[src/rtl/drm_pkg.sv]
package drm_pkg;

   localparam int unsigned DIV_WIDTH = 16;
   localparam int unsigned CSR_INDEX_WIDTH = 2;
   localparam int unsigned CSR_DATA_WIDTH = 20;

   localparam logic [CSR_INDEX_WIDTH-1:0] CSR_DEBOUNCE = 2'd0;
   localparam logic [CSR_INDEX_WIDTH-1:0] CSR_NO_DROP_LIMIT = 2'd1;
   localparam logic [CSR_INDEX_WIDTH-1:0] CSR_DROP_FACTOR = 2'd2;

   localparam logic [15:0] DEBOUNCE_RESET = 16'd100;
   localparam logic [19:0] NO_DROP_LIMIT_RESET = 20'd20000;
   localparam logic [6:0] DROP_FACTOR_RESET = 7'd20;

   localparam logic [DIV_WIDTH-1:0] RATE_NUMER = 16'd60000;
   localparam logic [DIV_WIDTH-1:0] VOL_UNIT = 16'd100;
   localparam logic [31:0] FIRST_DROP_TIME = 32'hFFFF_D8F1;
   localparam logic [31:0] GAP_STOPPED = 32'hFFFF_FFFF;

   typedef struct packed {
      logic step;
      logic div_run;
      logic vol_add;
      logic rsp_load;
   } cmd_type;

   typedef struct packed {
      logic div_last;
   } status_type;

endpackage

[src/rtl/drm_ctrl.sv]
module drm_ctrl (
   input  logic                 clock,
   input  logic                 reset,
   input  logic                 req_valid,
   output logic                 req_ready,
   output logic                 rsp_valid,
   input  logic                 rsp_ready,
   input  drm_pkg::status_type  status,
   output drm_pkg::cmd_type     cmd
);

   typedef enum logic [2:0] {
      ST_IDLE,
      ST_VOL_DIV,
      ST_VOL_ADD,
      ST_RATE_DIV,
      ST_RESP
   } state_type;

   state_type state_ff, state_in;
   logic      rsp_valid_ff, rsp_valid_in;
   logic      out_free;

   assign out_free  = !rsp_valid_ff || rsp_ready;
   assign req_ready = (state_ff == ST_IDLE);
   assign rsp_valid = rsp_valid_ff;

   always_comb begin
      state_in     = state_ff;
      cmd          = '0;
      rsp_valid_in = rsp_valid_ff && !rsp_ready;
      unique case (state_ff)
         ST_IDLE: begin
            if (req_valid) begin
               cmd.step = 1'b1;
               state_in = ST_VOL_DIV;
            end
         end
         ST_VOL_DIV: begin
            cmd.div_run = 1'b1;
            if (status.div_last) begin
               state_in = ST_VOL_ADD;
            end
         end
         ST_VOL_ADD: begin
            cmd.vol_add = 1'b1;
            state_in    = ST_RATE_DIV;
         end
         ST_RATE_DIV: begin
            cmd.div_run = 1'b1;
            if (status.div_last) begin
               state_in = ST_RESP;
            end
         end
         ST_RESP: begin
            if (out_free) begin
               cmd.rsp_load = 1'b1;
               rsp_valid_in = 1'b1;
               state_in     = ST_IDLE;
            end
         end
         default: state_in = ST_IDLE;
      endcase
   end

   always_ff @(posedge clock) begin
      if (reset) begin
         state_ff     <= ST_IDLE;
         rsp_valid_ff <= 1'b0;
      end else begin
         state_ff     <= state_in;
         rsp_valid_ff <= rsp_valid_in;
      end
   end

endmodule

[src/rtl/drm_datapath.sv]
module drm_datapath (
   input  logic                                  clock,
   input  logic                                  reset,
   input  logic                                  req_sensor_level,
   input  logic                                  csr_wen,
   input  logic [drm_pkg::CSR_INDEX_WIDTH-1:0]   csr_index,
   input  logic [drm_pkg::CSR_DATA_WIDTH-1:0]    csr_wdata,
   input  drm_pkg::cmd_type                      cmd,
   output drm_pkg::status_type                   status,
   output logic                                  rsp_drop_seen,
   output logic [31:0]                           rsp_drop_total,
   output logic [15:0]                           rsp_drops_per_minute,
   output logic [31:0]                           rsp_volume_hundredths_ml,
   output logic [31:0]                           rsp_gap_ms,
   output logic                                  rsp_flowing
);

   localparam int unsigned CntWidth = $clog2(drm_pkg::DIV_WIDTH);

   logic [15:0] debounce_ff;
   logic [19:0] limit_ff;
   logic [6:0]  factor_ff;

   logic        prev_ff;
   logic [31:0] now_ff;
   logic [31:0] accept_time_ff, accept_time_in;
   logic [31:0] drop_time_ff, drop_time_in;
   logic        first_ff, first_in;
   logic [31:0] interval_ff, interval_in;
   logic [31:0] count_ff, count_in;
   logic [31:0] volume_ff;
   logic [20:0] low_run_ff, low_run_in;
   logic        seen_ff, seen_in;

   logic [drm_pkg::DIV_WIDTH:0]   rem_ff, rem_in;
   logic [drm_pkg::DIV_WIDTH-1:0] quo_ff, quo_in;
   logic [drm_pkg::DIV_WIDTH-1:0] dvs_ff;
   logic [CntWidth-1:0]           cnt_ff;
   logic [drm_pkg::DIV_WIDTH:0]   shifted;
   logic                          ge;

   logic [31:0] elapsed;
   logic [31:0] dtime_eff;
   logic [15:0] rate;

   always_ff @(posedge clock) begin
      if (reset) begin
         debounce_ff <= drm_pkg::DEBOUNCE_RESET;
         limit_ff    <= drm_pkg::NO_DROP_LIMIT_RESET;
         factor_ff   <= drm_pkg::DROP_FACTOR_RESET;
      end else if (csr_wen) begin
         unique case (csr_index)
            drm_pkg::CSR_DEBOUNCE:      debounce_ff <= csr_wdata[15:0];
            drm_pkg::CSR_NO_DROP_LIMIT: limit_ff    <= csr_wdata[19:0];
            drm_pkg::CSR_DROP_FACTOR:   factor_ff   <= csr_wdata[6:0];
            default: ;
         endcase
      end
   end

   // drop logic, then timer logic
   assign elapsed   = now_ff - accept_time_ff;
   assign dtime_eff = first_ff ? drop_time_ff : drm_pkg::FIRST_DROP_TIME;

   always_comb begin
      seen_in        = (req_sensor_level != prev_ff) && req_sensor_level
                       && (elapsed >= {16'd0, debounce_ff});
      accept_time_in = accept_time_ff;
      drop_time_in   = drop_time_ff;
      first_in       = first_ff;
      interval_in    = interval_ff;
      count_in       = count_ff;
      low_run_in     = low_run_ff;
      if (seen_in) begin
         accept_time_in = now_ff;
         drop_time_in   = now_ff;
         first_in       = 1'b1;
         interval_in    = now_ff - dtime_eff;
         count_in       = count_ff + 32'd1;
      end
      if (!req_sensor_level) begin
         if (low_run_ff != '1) begin
            low_run_in = low_run_ff + 21'd1;
         end
         if (low_run_in >= {1'b0, limit_ff}) begin
            first_in    = 1'b0;
            interval_in = drm_pkg::GAP_STOPPED;
         end
      end else begin
         low_run_in = '0;
      end
   end

   always_ff @(posedge clock) begin
      if (reset) begin
         prev_ff        <= 1'b0;
         now_ff         <= '0;
         accept_time_ff <= '0;
         drop_time_ff   <= '0;
         first_ff       <= 1'b0;
         interval_ff    <= drm_pkg::GAP_STOPPED;
         count_ff       <= '0;
         volume_ff      <= '0;
         low_run_ff     <= '0;
         seen_ff        <= 1'b0;
      end else begin
         if (cmd.step) begin
            prev_ff        <= req_sensor_level;
            now_ff         <= now_ff + 32'd1;
            accept_time_ff <= accept_time_in;
            drop_time_ff   <= drop_time_in;
            first_ff       <= first_in;
            interval_ff    <= interval_in;
            count_ff       <= count_in;
            low_run_ff     <= low_run_in;
            seen_ff        <= seen_in;
         end
         if (cmd.vol_add && seen_ff && (factor_ff != '0)) begin
            volume_ff <= volume_ff + {16'd0, quo_ff};
         end
      end
   end

   // shared restoring divider, one quotient bit per cycle
   assign shifted = {rem_ff[drm_pkg::DIV_WIDTH-1:0], quo_ff[drm_pkg::DIV_WIDTH-1]};
   assign ge      = shifted >= {1'b0, dvs_ff};
   assign rem_in  = ge ? shifted - {1'b0, dvs_ff} : shifted;
   assign quo_in  = {quo_ff[drm_pkg::DIV_WIDTH-2:0], ge};

   assign status.div_last = (cnt_ff == '1);

   always_ff @(posedge clock) begin
      if (cmd.step) begin
         rem_ff <= '0;
         quo_ff <= drm_pkg::VOL_UNIT;
         dvs_ff <= {9'd0, factor_ff};
         cnt_ff <= '0;
      end else if (cmd.vol_add) begin
         rem_ff <= '0;
         quo_ff <= drm_pkg::RATE_NUMER;
         dvs_ff <= interval_ff[15:0];
         cnt_ff <= '0;
      end else if (cmd.div_run) begin
         rem_ff <= rem_in;
         quo_ff <= quo_in;
         cnt_ff <= cnt_ff + CntWidth'(1);
      end
   end

   always_comb begin
      unique if (interval_ff == '0) begin
         rate = drm_pkg::RATE_NUMER;
      end else if (interval_ff[31:16] != '0) begin
         rate = '0;
      end else begin
         rate = quo_ff;
      end
   end

   always_ff @(posedge clock) begin
      if (cmd.rsp_load) begin
         rsp_drop_seen            <= seen_ff;
         rsp_drop_total           <= count_ff;
         rsp_drops_per_minute     <= rate;
         rsp_volume_hundredths_ml <= volume_ff;
         rsp_gap_ms               <= interval_ff;
         rsp_flowing              <= first_ff;
      end
   end

endmodule

[src/rtl/drip_rate_monitor_core.sv]
// An accepted request passes the volume divide, the volume add, the rate divide
// and the response load; the load waits while a previous response is still held.
// A new request is taken only once the previous one is loaded, after two 16-step
// passes of the shared radix-2 divider (volume increment, then drops per minute).
// Reset: synchronous, active high; clears all tick state, loads register defaults.
module drip_rate_monitor_core (
   input  logic                                clock,
   input  logic                                reset,
   input  logic                                req_valid,
   output logic                                req_ready,
   input  logic                                req_sensor_level,
   output logic                                rsp_valid,
   input  logic                                rsp_ready,
   output logic                                rsp_drop_seen,
   output logic [31:0]                         rsp_drop_total,
   output logic [15:0]                         rsp_drops_per_minute,
   output logic [31:0]                         rsp_volume_hundredths_ml,
   output logic [31:0]                         rsp_gap_ms,
   output logic                                rsp_flowing,
   input  logic                                csr_wen,
   input  logic [drm_pkg::CSR_INDEX_WIDTH-1:0] csr_index,
   input  logic [drm_pkg::CSR_DATA_WIDTH-1:0]  csr_wdata
);

   drm_pkg::cmd_type    cmd;
   drm_pkg::status_type status;

   drm_ctrl u_ctrl (
      .clock     (clock),
      .reset     (reset),
      .req_valid (req_valid),
      .req_ready (req_ready),
      .rsp_valid (rsp_valid),
      .rsp_ready (rsp_ready),
      .status    (status),
      .cmd       (cmd)
   );

   drm_datapath u_datapath (
      .clock                    (clock),
      .reset                    (reset),
      .req_sensor_level         (req_sensor_level),
      .csr_wen                  (csr_wen),
      .csr_index                (csr_index),
      .csr_wdata                (csr_wdata),
      .cmd                      (cmd),
      .status                   (status),
      .rsp_drop_seen            (rsp_drop_seen),
      .rsp_drop_total           (rsp_drop_total),
      .rsp_drops_per_minute     (rsp_drops_per_minute),
      .rsp_volume_hundredths_ml (rsp_volume_hundredths_ml),
      .rsp_gap_ms               (rsp_gap_ms),
      .rsp_flowing              (rsp_flowing)
   );

endmodule

[config.mk]
export PLATFORM = sky130hd
export DESIGN_NAME = drip_rate_monitor_core
export DESIGN_NICKNAME = d
export VERILOG_FILES = /design/src/rtl/drm_pkg.sv /design/src/rtl/drm_ctrl.sv /design/src/rtl/drm_datapath.sv /design/src/rtl/drip_rate_monitor_core.sv
export SDC_FILE = /design/constraint.sdc
export NUM_CORES = 1
export LEC_CHECK = 0
export BUFFER_PORTS_ARGS = -buffer_cell sky130_fd_sc_hd__buf_2
export CAP_MARGIN = 25
export CORE_MARGIN = 3
export CORE_UTILIZATION = 37
export CTS_CLUSTER_SIZE = 14
export DETAILED_ROUTE_END_ITERATION = 8
export GPL_ROUTABILITY_DRIVEN = 0
export PLACE_DENSITY = 0.53
export RECOVER_POWER = 25
export SETUP_SLACK_MARGIN = 0.05
export SYNTH_ARGS = -nofsm -noshare
export SYNTH_HDL_FRONTEND = slang
export SYNTH_SLANG_ARGS = --single-unit
[constraint.sdc]
create_clock -name clock -period 4.55 [get_ports clock]
set_input_delay 0.6825 -clock clock [delete_from_list [all_inputs] [get_ports clock]]
set_output_delay 0.6825 -clock clock [all_outputs]
set_load 0.05 [all_outputs]
# Yosys cells after proc, flatten, opt, wreduce, memory -nomap -nowiden
# Index checks and enable logic that the tools add are counted.
[totals] regBits=397 latch_bits=0 ramBits=0 mem_bits_ro=0 inputBits=28 output_inout_bits=116 wordCells=103 n_memories=0
[classes] addsub=8 multipliers=0 div_mod_pow=0 n_lt_le_gt_ge=3 eq_ne=13 shift=0 muxes=29 bitwise_logic=0 reduce_logical=23
[op_table] op="32-bit 2-to-1 mux" n=4
[op_table] op="32-bit by 1-bit adder with 32-bit output, second input constant" n=2
[op_table] op="16-bit 2-to-1 mux" n=4
[op_table] op="32-bit subtractor" n=2
[op_table] op="21-bit 2-to-1 mux" n=3
[op_table] op="32-bit by 16-bit adder with 32-bit output" n=1
[op_table] op="32-bit by 16-bit >= comparator with 1-bit output" n=1
[op_table] op="32-bit zero test" n=1
[op_table] op="21-bit by 1-bit adder with 21-bit output, second input constant" n=1
[op_table] op="21-bit by 20-bit >= comparator with 1-bit output" n=1
[op_table] op="21-bit inequality test, second input constant" n=1
[op_table] op="17-bit by 16-bit >= comparator with 1-bit output" n=1
[op_table] op="16-bit nonzero test" n=1
[op_table] op="16-bit subtractor" n=1
[op_table] op="3-bit one-hot mux with 5 select lines" n=1
[op_table] op="7-bit 2-to-1 mux" n=2
[op_table] op="3-bit 2-to-1 mux" n=4
[op_table] op="1-bit 2-to-1 mux" n=11
[op_table] op="2-bit AND reduction" n=4
[op_table] op="7-bit nonzero test" n=1
[op_table] op="3-bit by 2-bit equality test with 1-bit output, second input constant" n=2
[op_table] op="2-bit inequality test, second input constant" n=3
[op_table] op="2-bit OR reduction" n=3
[op_table] op="1-bit logical AND" n=5
[op_table] op="14 further kinds" n=16

# Longest topological paths before layout
[depth] depth_word=6 mapped_depth=26 depth_no_buf=23

# By module
# A second synthesis with hierarchy kept.
[hier_totals] hier_cells=2331 area_unflattened_um2=21311.7
[by_module_without_submodules] module="drm_datapath" instances=1 cells_per_inst=2307 area_per_inst_um2=21090.2 seq_area_each_um2=9078.7
[by_module_without_submodules] module="drm_ctrl" instances=1 cells_per_inst=24 area_per_inst_um2=221.5 seq_area_each_um2=80.1

# Worst setup path before layout
# Ideal clock, no wire load.
[synth_timing] path_type="flip-flop to flip-flop" from="register u_datapath.now_ff[0]" to="register u_datapath.count_ff[20]" setup_time_ns=0.121 arrival_time_ns=4.660 required_time_ns=4.429 path_slack_ns=-0.231 stages_incl_launch_ff=26 cell_sequence="dfxtp_1 > inv_1 > ha_1 > fa_1 > nand2b_1 > a21oi_1 > o41a_1 > nand3_1 > nand2_1 > a21o_1 > a21oi_1 > xnor2_1 > ha_1 > and3_1 > nand3_1 > nor2_1 > nor4_1 > o2111ai_1 > or4_1 > nor4_1 > nand4_1 > and4b_1 > buf_4 > buf_8 > nor3b_1 > mux2_4"
[synth_between] elab_chain_cells=4
[synth_lines] item="start: declaration" line="drm_datapath.sv:25" text="logic [31:0] now_ff;"
[synth_lines] item="start signal: assignment" line="drm_datapath.sv:109" text="now_ff <= now_ff + 32'd1;"
[synth_lines] item="32-bit subtractor" line="drm_datapath.sv:62" text="assign elapsed = now_ff - accept_time_ff;"
[synth_lines] item="32-bit by 16-bit >= comparator with 1-bit output" line="drm_datapath.sv:67" text="&& (elapsed >= {16'd0, debounce_ff});"
[synth_lines] item="1-bit logical AND" line="drm_datapath.sv:67"
[synth_lines] item="2-bit AND reduction (no source line)"
[synth_lines] item="end signal: assignment" line="drm_datapath.sv:114" text="count_ff <= count_in;"
[synth_lines] item="end: declaration" line="drm_datapath.sv:30" text="logic [31:0] count_ff, count_in;"
# Every way passes these cells.
# A chain may end at the register's enable or synchronous reset.

==> flow_metrics.tcl <==
set metrics [dict create \
    wl_mm 57.7 \
    start_util_pct 37.8 \
    critPathSlowestCell "and4b_4" \
    die_h_um 245 \
    drive_gt1_share_pct 15.9 \
    maxSlewViolCount 0 \
    ys_warn_count 0 \
    overflow 0 \
    path_max_fanout 16 \
    path_delay_family "simple AND/OR/NAND/NOR gates" \
    crit_top_cell "or4_1" \
    synth_nets 2539 \
    die_area_mm2 0.0599 \
    cts_buffer_depth 3 \
    postCtsHoldBufs 0 \
    powerDensity_mw_per_mm2 401 \
    cts_buffers 44 \
    relSlewSlack_pct 37.9 \
    cp.required_ns 4.95 \
    via_per_inst 5.35 \
    drt_iter0_drc 1112 \
    crit_type "register to register" \
    drt_pass1_iterations 5 \
    coreArea_mm2 0.0557 \
    cts_tree "built" \
    row_count 86 \
    fin_ws_ns -0.192 \
    dp_hpwl_mm 40.8 \
    utilization_pct 44.9 \
    slowest_delay_ns 0.48 \
    path_clk_slew_ns 0.06 \
    hold_viol 0 \
    async_flop_share_pct 0 \
    min_period_over_period_pct 104 \
    seq_area_frac_synth_pct 43.4 \
    wl_per_cell_um 17.2 \
    crit_path_cell_trace "inv_2 > ha_4 > o211ai_1 > a21oi_4 > o41a_1 > buf_4 > a211oi_4 > xnor2_1 > ha_1 > and3_1 > nand3_1 > nor2_1 > nor4_1 > o2111ai_1 > or4_1 > nor4_2 > nand4_1 > and4b_4 > buf_8 > buf_12 > or4_1 > a21oi_1" \
    worst-path-buf-inv 4 \
    cts_root_buf "clkbuf_16" \
    max_cap_violations 0 \
    netlist_area_mm2 0.0211 \
    status "complete, but fails checks" \
    drc_errors 0 \
    clock_skew_ns 0.0135 \
    dieWidth_um 245 \
    htreeDepth 2 \
    max_freq_mhz 211 \
    drtAntennaViolNets 0 \
    synth_seq_cells 397 \
    grt_usage_pct 18.9 \
    clock-sinks 397 \
    synthFlopType "dfxtp_1" \
    report.final.setup_viol 97 \
    fin_crit_ns 4.74 \
    via_count 17900 \
    grt_pass1_vias 17400 \
    ir_worst_vdd_mv 0.243 \
    cp-end-kind "register" \
    cp-start-kind "register" \
    worst_pin_slew_ns 0.929 \
    num_antenna_cells 0 \
    leakagePower_uw 0.00988 \
    rsz0062_at_grt "yes" \
    grt_pass1_wl_mm 93.2 \
    clkLatencyLatePin_ns 0.57 \
    finalNonFillerCells 3349 \
    ys_types 74 \
    finalSetupTns_ns -9.52 \
    violations "negative setup slack" \
    cp.arrival_ns 5.15 \
    place_inst 3252 \
    final_nets 2735 \
    grt_start_max_net_pins 159 \
    antenna_found_initial 0 \
    syn_inst 2373 \
    ios 144 \
    portBuffers 143 \
    finalPower_uw 10000 \
    synth.avg_cell_area_um2 8.89 \
    syn_to_final_growth_pct 18.6 \
    synth-edff-count 121 \
    hold_class "input port to register" \
]
-- worst reg2reg max path, stage by stage, from the launching register on --
cell	delay [ns]
dfxtp_2	0.33
inv_2	0.05
ha_4	0.24
o211ai_1	0.26
a21oi_4	0.05
o41a_1	0.35
buf_4	0.17
a211oi_4	0.25
xnor2_1	0.17
ha_1	0.27
and3_1	0.18
nand3_1	0.09
nor2_1	0.05
nor4_1	0.17
o2111ai_1	0.13
or4_1	0.44
nor4_2	0.23
nand4_1	0.13
and4b_4	0.48
buf_8	0.19
buf_12	0.15
or4_1	0.13
a21oi_1	0.08
-- final timing paths --
check                                          startpoint                                                end  slack (ns)  cells after the start
setup / recovery  u_datapath.drop_time_ff[3]$_SDFFE_PP0P_               u_datapath.count_ff[14]$_SDFFE_PP0P_       -0.19                     22
hold / removal                              csr_wdata[17]               u_datapath.limit_ff[17]$_SDFFE_PP0P_        0.36                      3
setup reg to reg  u_datapath.drop_time_ff[3]$_SDFFE_PP0P_               u_datapath.count_ff[14]$_SDFFE_PP0P_       -0.19                     22
hold reg to reg     u_datapath.volume_ff[31]$_SDFFE_PP0P_  u_datapath.rsp_volume_hundredths_ml[31]$_DFFE_PP_        0.45                      0
-- layer usage --
metal  part of all wire [%]  GRT usage [%]  up-vias  wire length, um
met5                      0              0        -                0
met4                    2.1           5.02        0             1240
met3                    4.3           2.63       81             2490
met2                     47           32.0      360            27300
met1                     46           25.4     8604            26700
li1                       -              -     8886                -
-- logic make-up (layout without fill, tap and decap cells) --
group	Yosys count	in the layout	share of synthesized area, %
fa+ha+maj	138	138	8.33
xor+xnor	129	129	5.36
simple gates	824	824	18.8
buf+inv	242	470	4.75
flops	397	397	43.4
compound gates	615	615	17.8
mux	28	28	1.46
-- stage by stage --
step                      hold WS, ns  setup WS (ns)  instance area, um2
final                           0.356         -0.192               25000
after global placement          0.444         -0.263               23200
after global routing            0.338         -0.512               25000
after detailed placement        0.439         -0.292               23200
after CTS                       0.320         -0.178               24800
after floorplan                 0.417         0.0713               21100
-- flip-flops by register name (all words and copies together), names as in the netlist, 20 cells and up --
name / flops
u_datapath.count_ff: 32
u_datapath.drop_time_ff: 32
u_datapath.interval_ff: 32
u_datapath.now_ff: 32
u_datapath.rsp_drop_total: 32
u_datapath.rsp_gap_ms: 32
u_datapath.rsp_volume_hundredths_ml: 32
u_datapath.volume_ff: 32
u_datapath.low_run_ff: 21
u_datapath.limit_ff: 20
-- placed cells by master (no fill, tap or decap), types with 24 or more instances in the layout --
master / synthesis / final
o211ai_1: 36 / 36
nor3_1: 27 / 26
inv_1: 125 / 123
a211oi_1: 24 / 24
a21oi_1: 236 / 229
a31oi_1: 26 / 26
o21ai_1: 16 / 24
edfxtp_1: 121 / 121
dfxtp_1: 276 / 272
ha_1: 134 / 130
nand4_1: 39 / 39
clkbuf_16: 0 / 48
o21ai_0: 116 / 82
buf_2: 12 / 140
buf_4: 2 / 99
xor2_1: 59 / 59
nand2b_1: 29 / 28
o21ai_2: 1 / 26
nor2b_1: 47 / 46
nand3_1: 94 / 94
nor2_1: 187 / 186
xnor2_1: 70 / 70
and3_1: 31 / 30
nand2_1: 259 / 258
a21o_1: 46 / 46
-- Yosys cell counts, drive strengths merged, types with 10 or more instances --
cell | n | area (um2)
a21o | 46 | 345
o31ai | 21 | 158
o211ai | 36 | 270
o21a | 10 | 75.1
a21oi | 237 | 1190
clkbuf | 87 | 327
o21ai | 133 | 669
a211oi | 26 | 205
nand4 | 39 | 244
nor2b | 47 | 294
inv | 125 | 469
a31oi | 27 | 175
and3 | 31 | 194
or4 | 17 | 128
xor2 | 59 | 517
nand3 | 94 | 470
xnor2 | 70 | 613
nand2 | 259 | 972
buf | 30 | 206
nor4 | 17 | 106
nor2 | 187 | 702
mux2i | 21 | 210
edfxtp | 121 | 3630
or3 | 18 | 113
o311ai | 12 | 105
nor3 | 27 | 135
and2 | 15 | 93.8
o41ai | 12 | 105
dfxtp | 276 | 5530
ha | 134 | 1680
or2 | 16 | 100
nand2b | 29 | 181
-- where the power goes --
| part | total, uW | internal [uW] | switching [uW] |
|---|---|---|---|
| combinational | 2600 | 1160 | 1450 |
| sequential | 4040 | 3840 | 197 |
| clock | 3390 | 1940 | 1450 |
-- final cells by class --
| type | count | area [um2] |
|---|---|---|
| clock inverter | 16 | 110 |
| timing repair buffer | 267 | 1890 |
| clock buffer | 62 | 1230 |
| tap | 748 | 936 |
| fill | 5481 | 30700 |
| inverter | 125 | 469 |
| multi-input combinational | 1734 | 11200 |
| sequential | 397 | 9160 |
-- what timing repair did --
action,4_1_cts,5_1_grt
pin swaps,12,48
setup buffers,9,6
endpoints found under the setup margin,98,98
cloned,4,3
gates resized for setup,29,83
No activity file was read; power rests on OpenSTA's default activity.
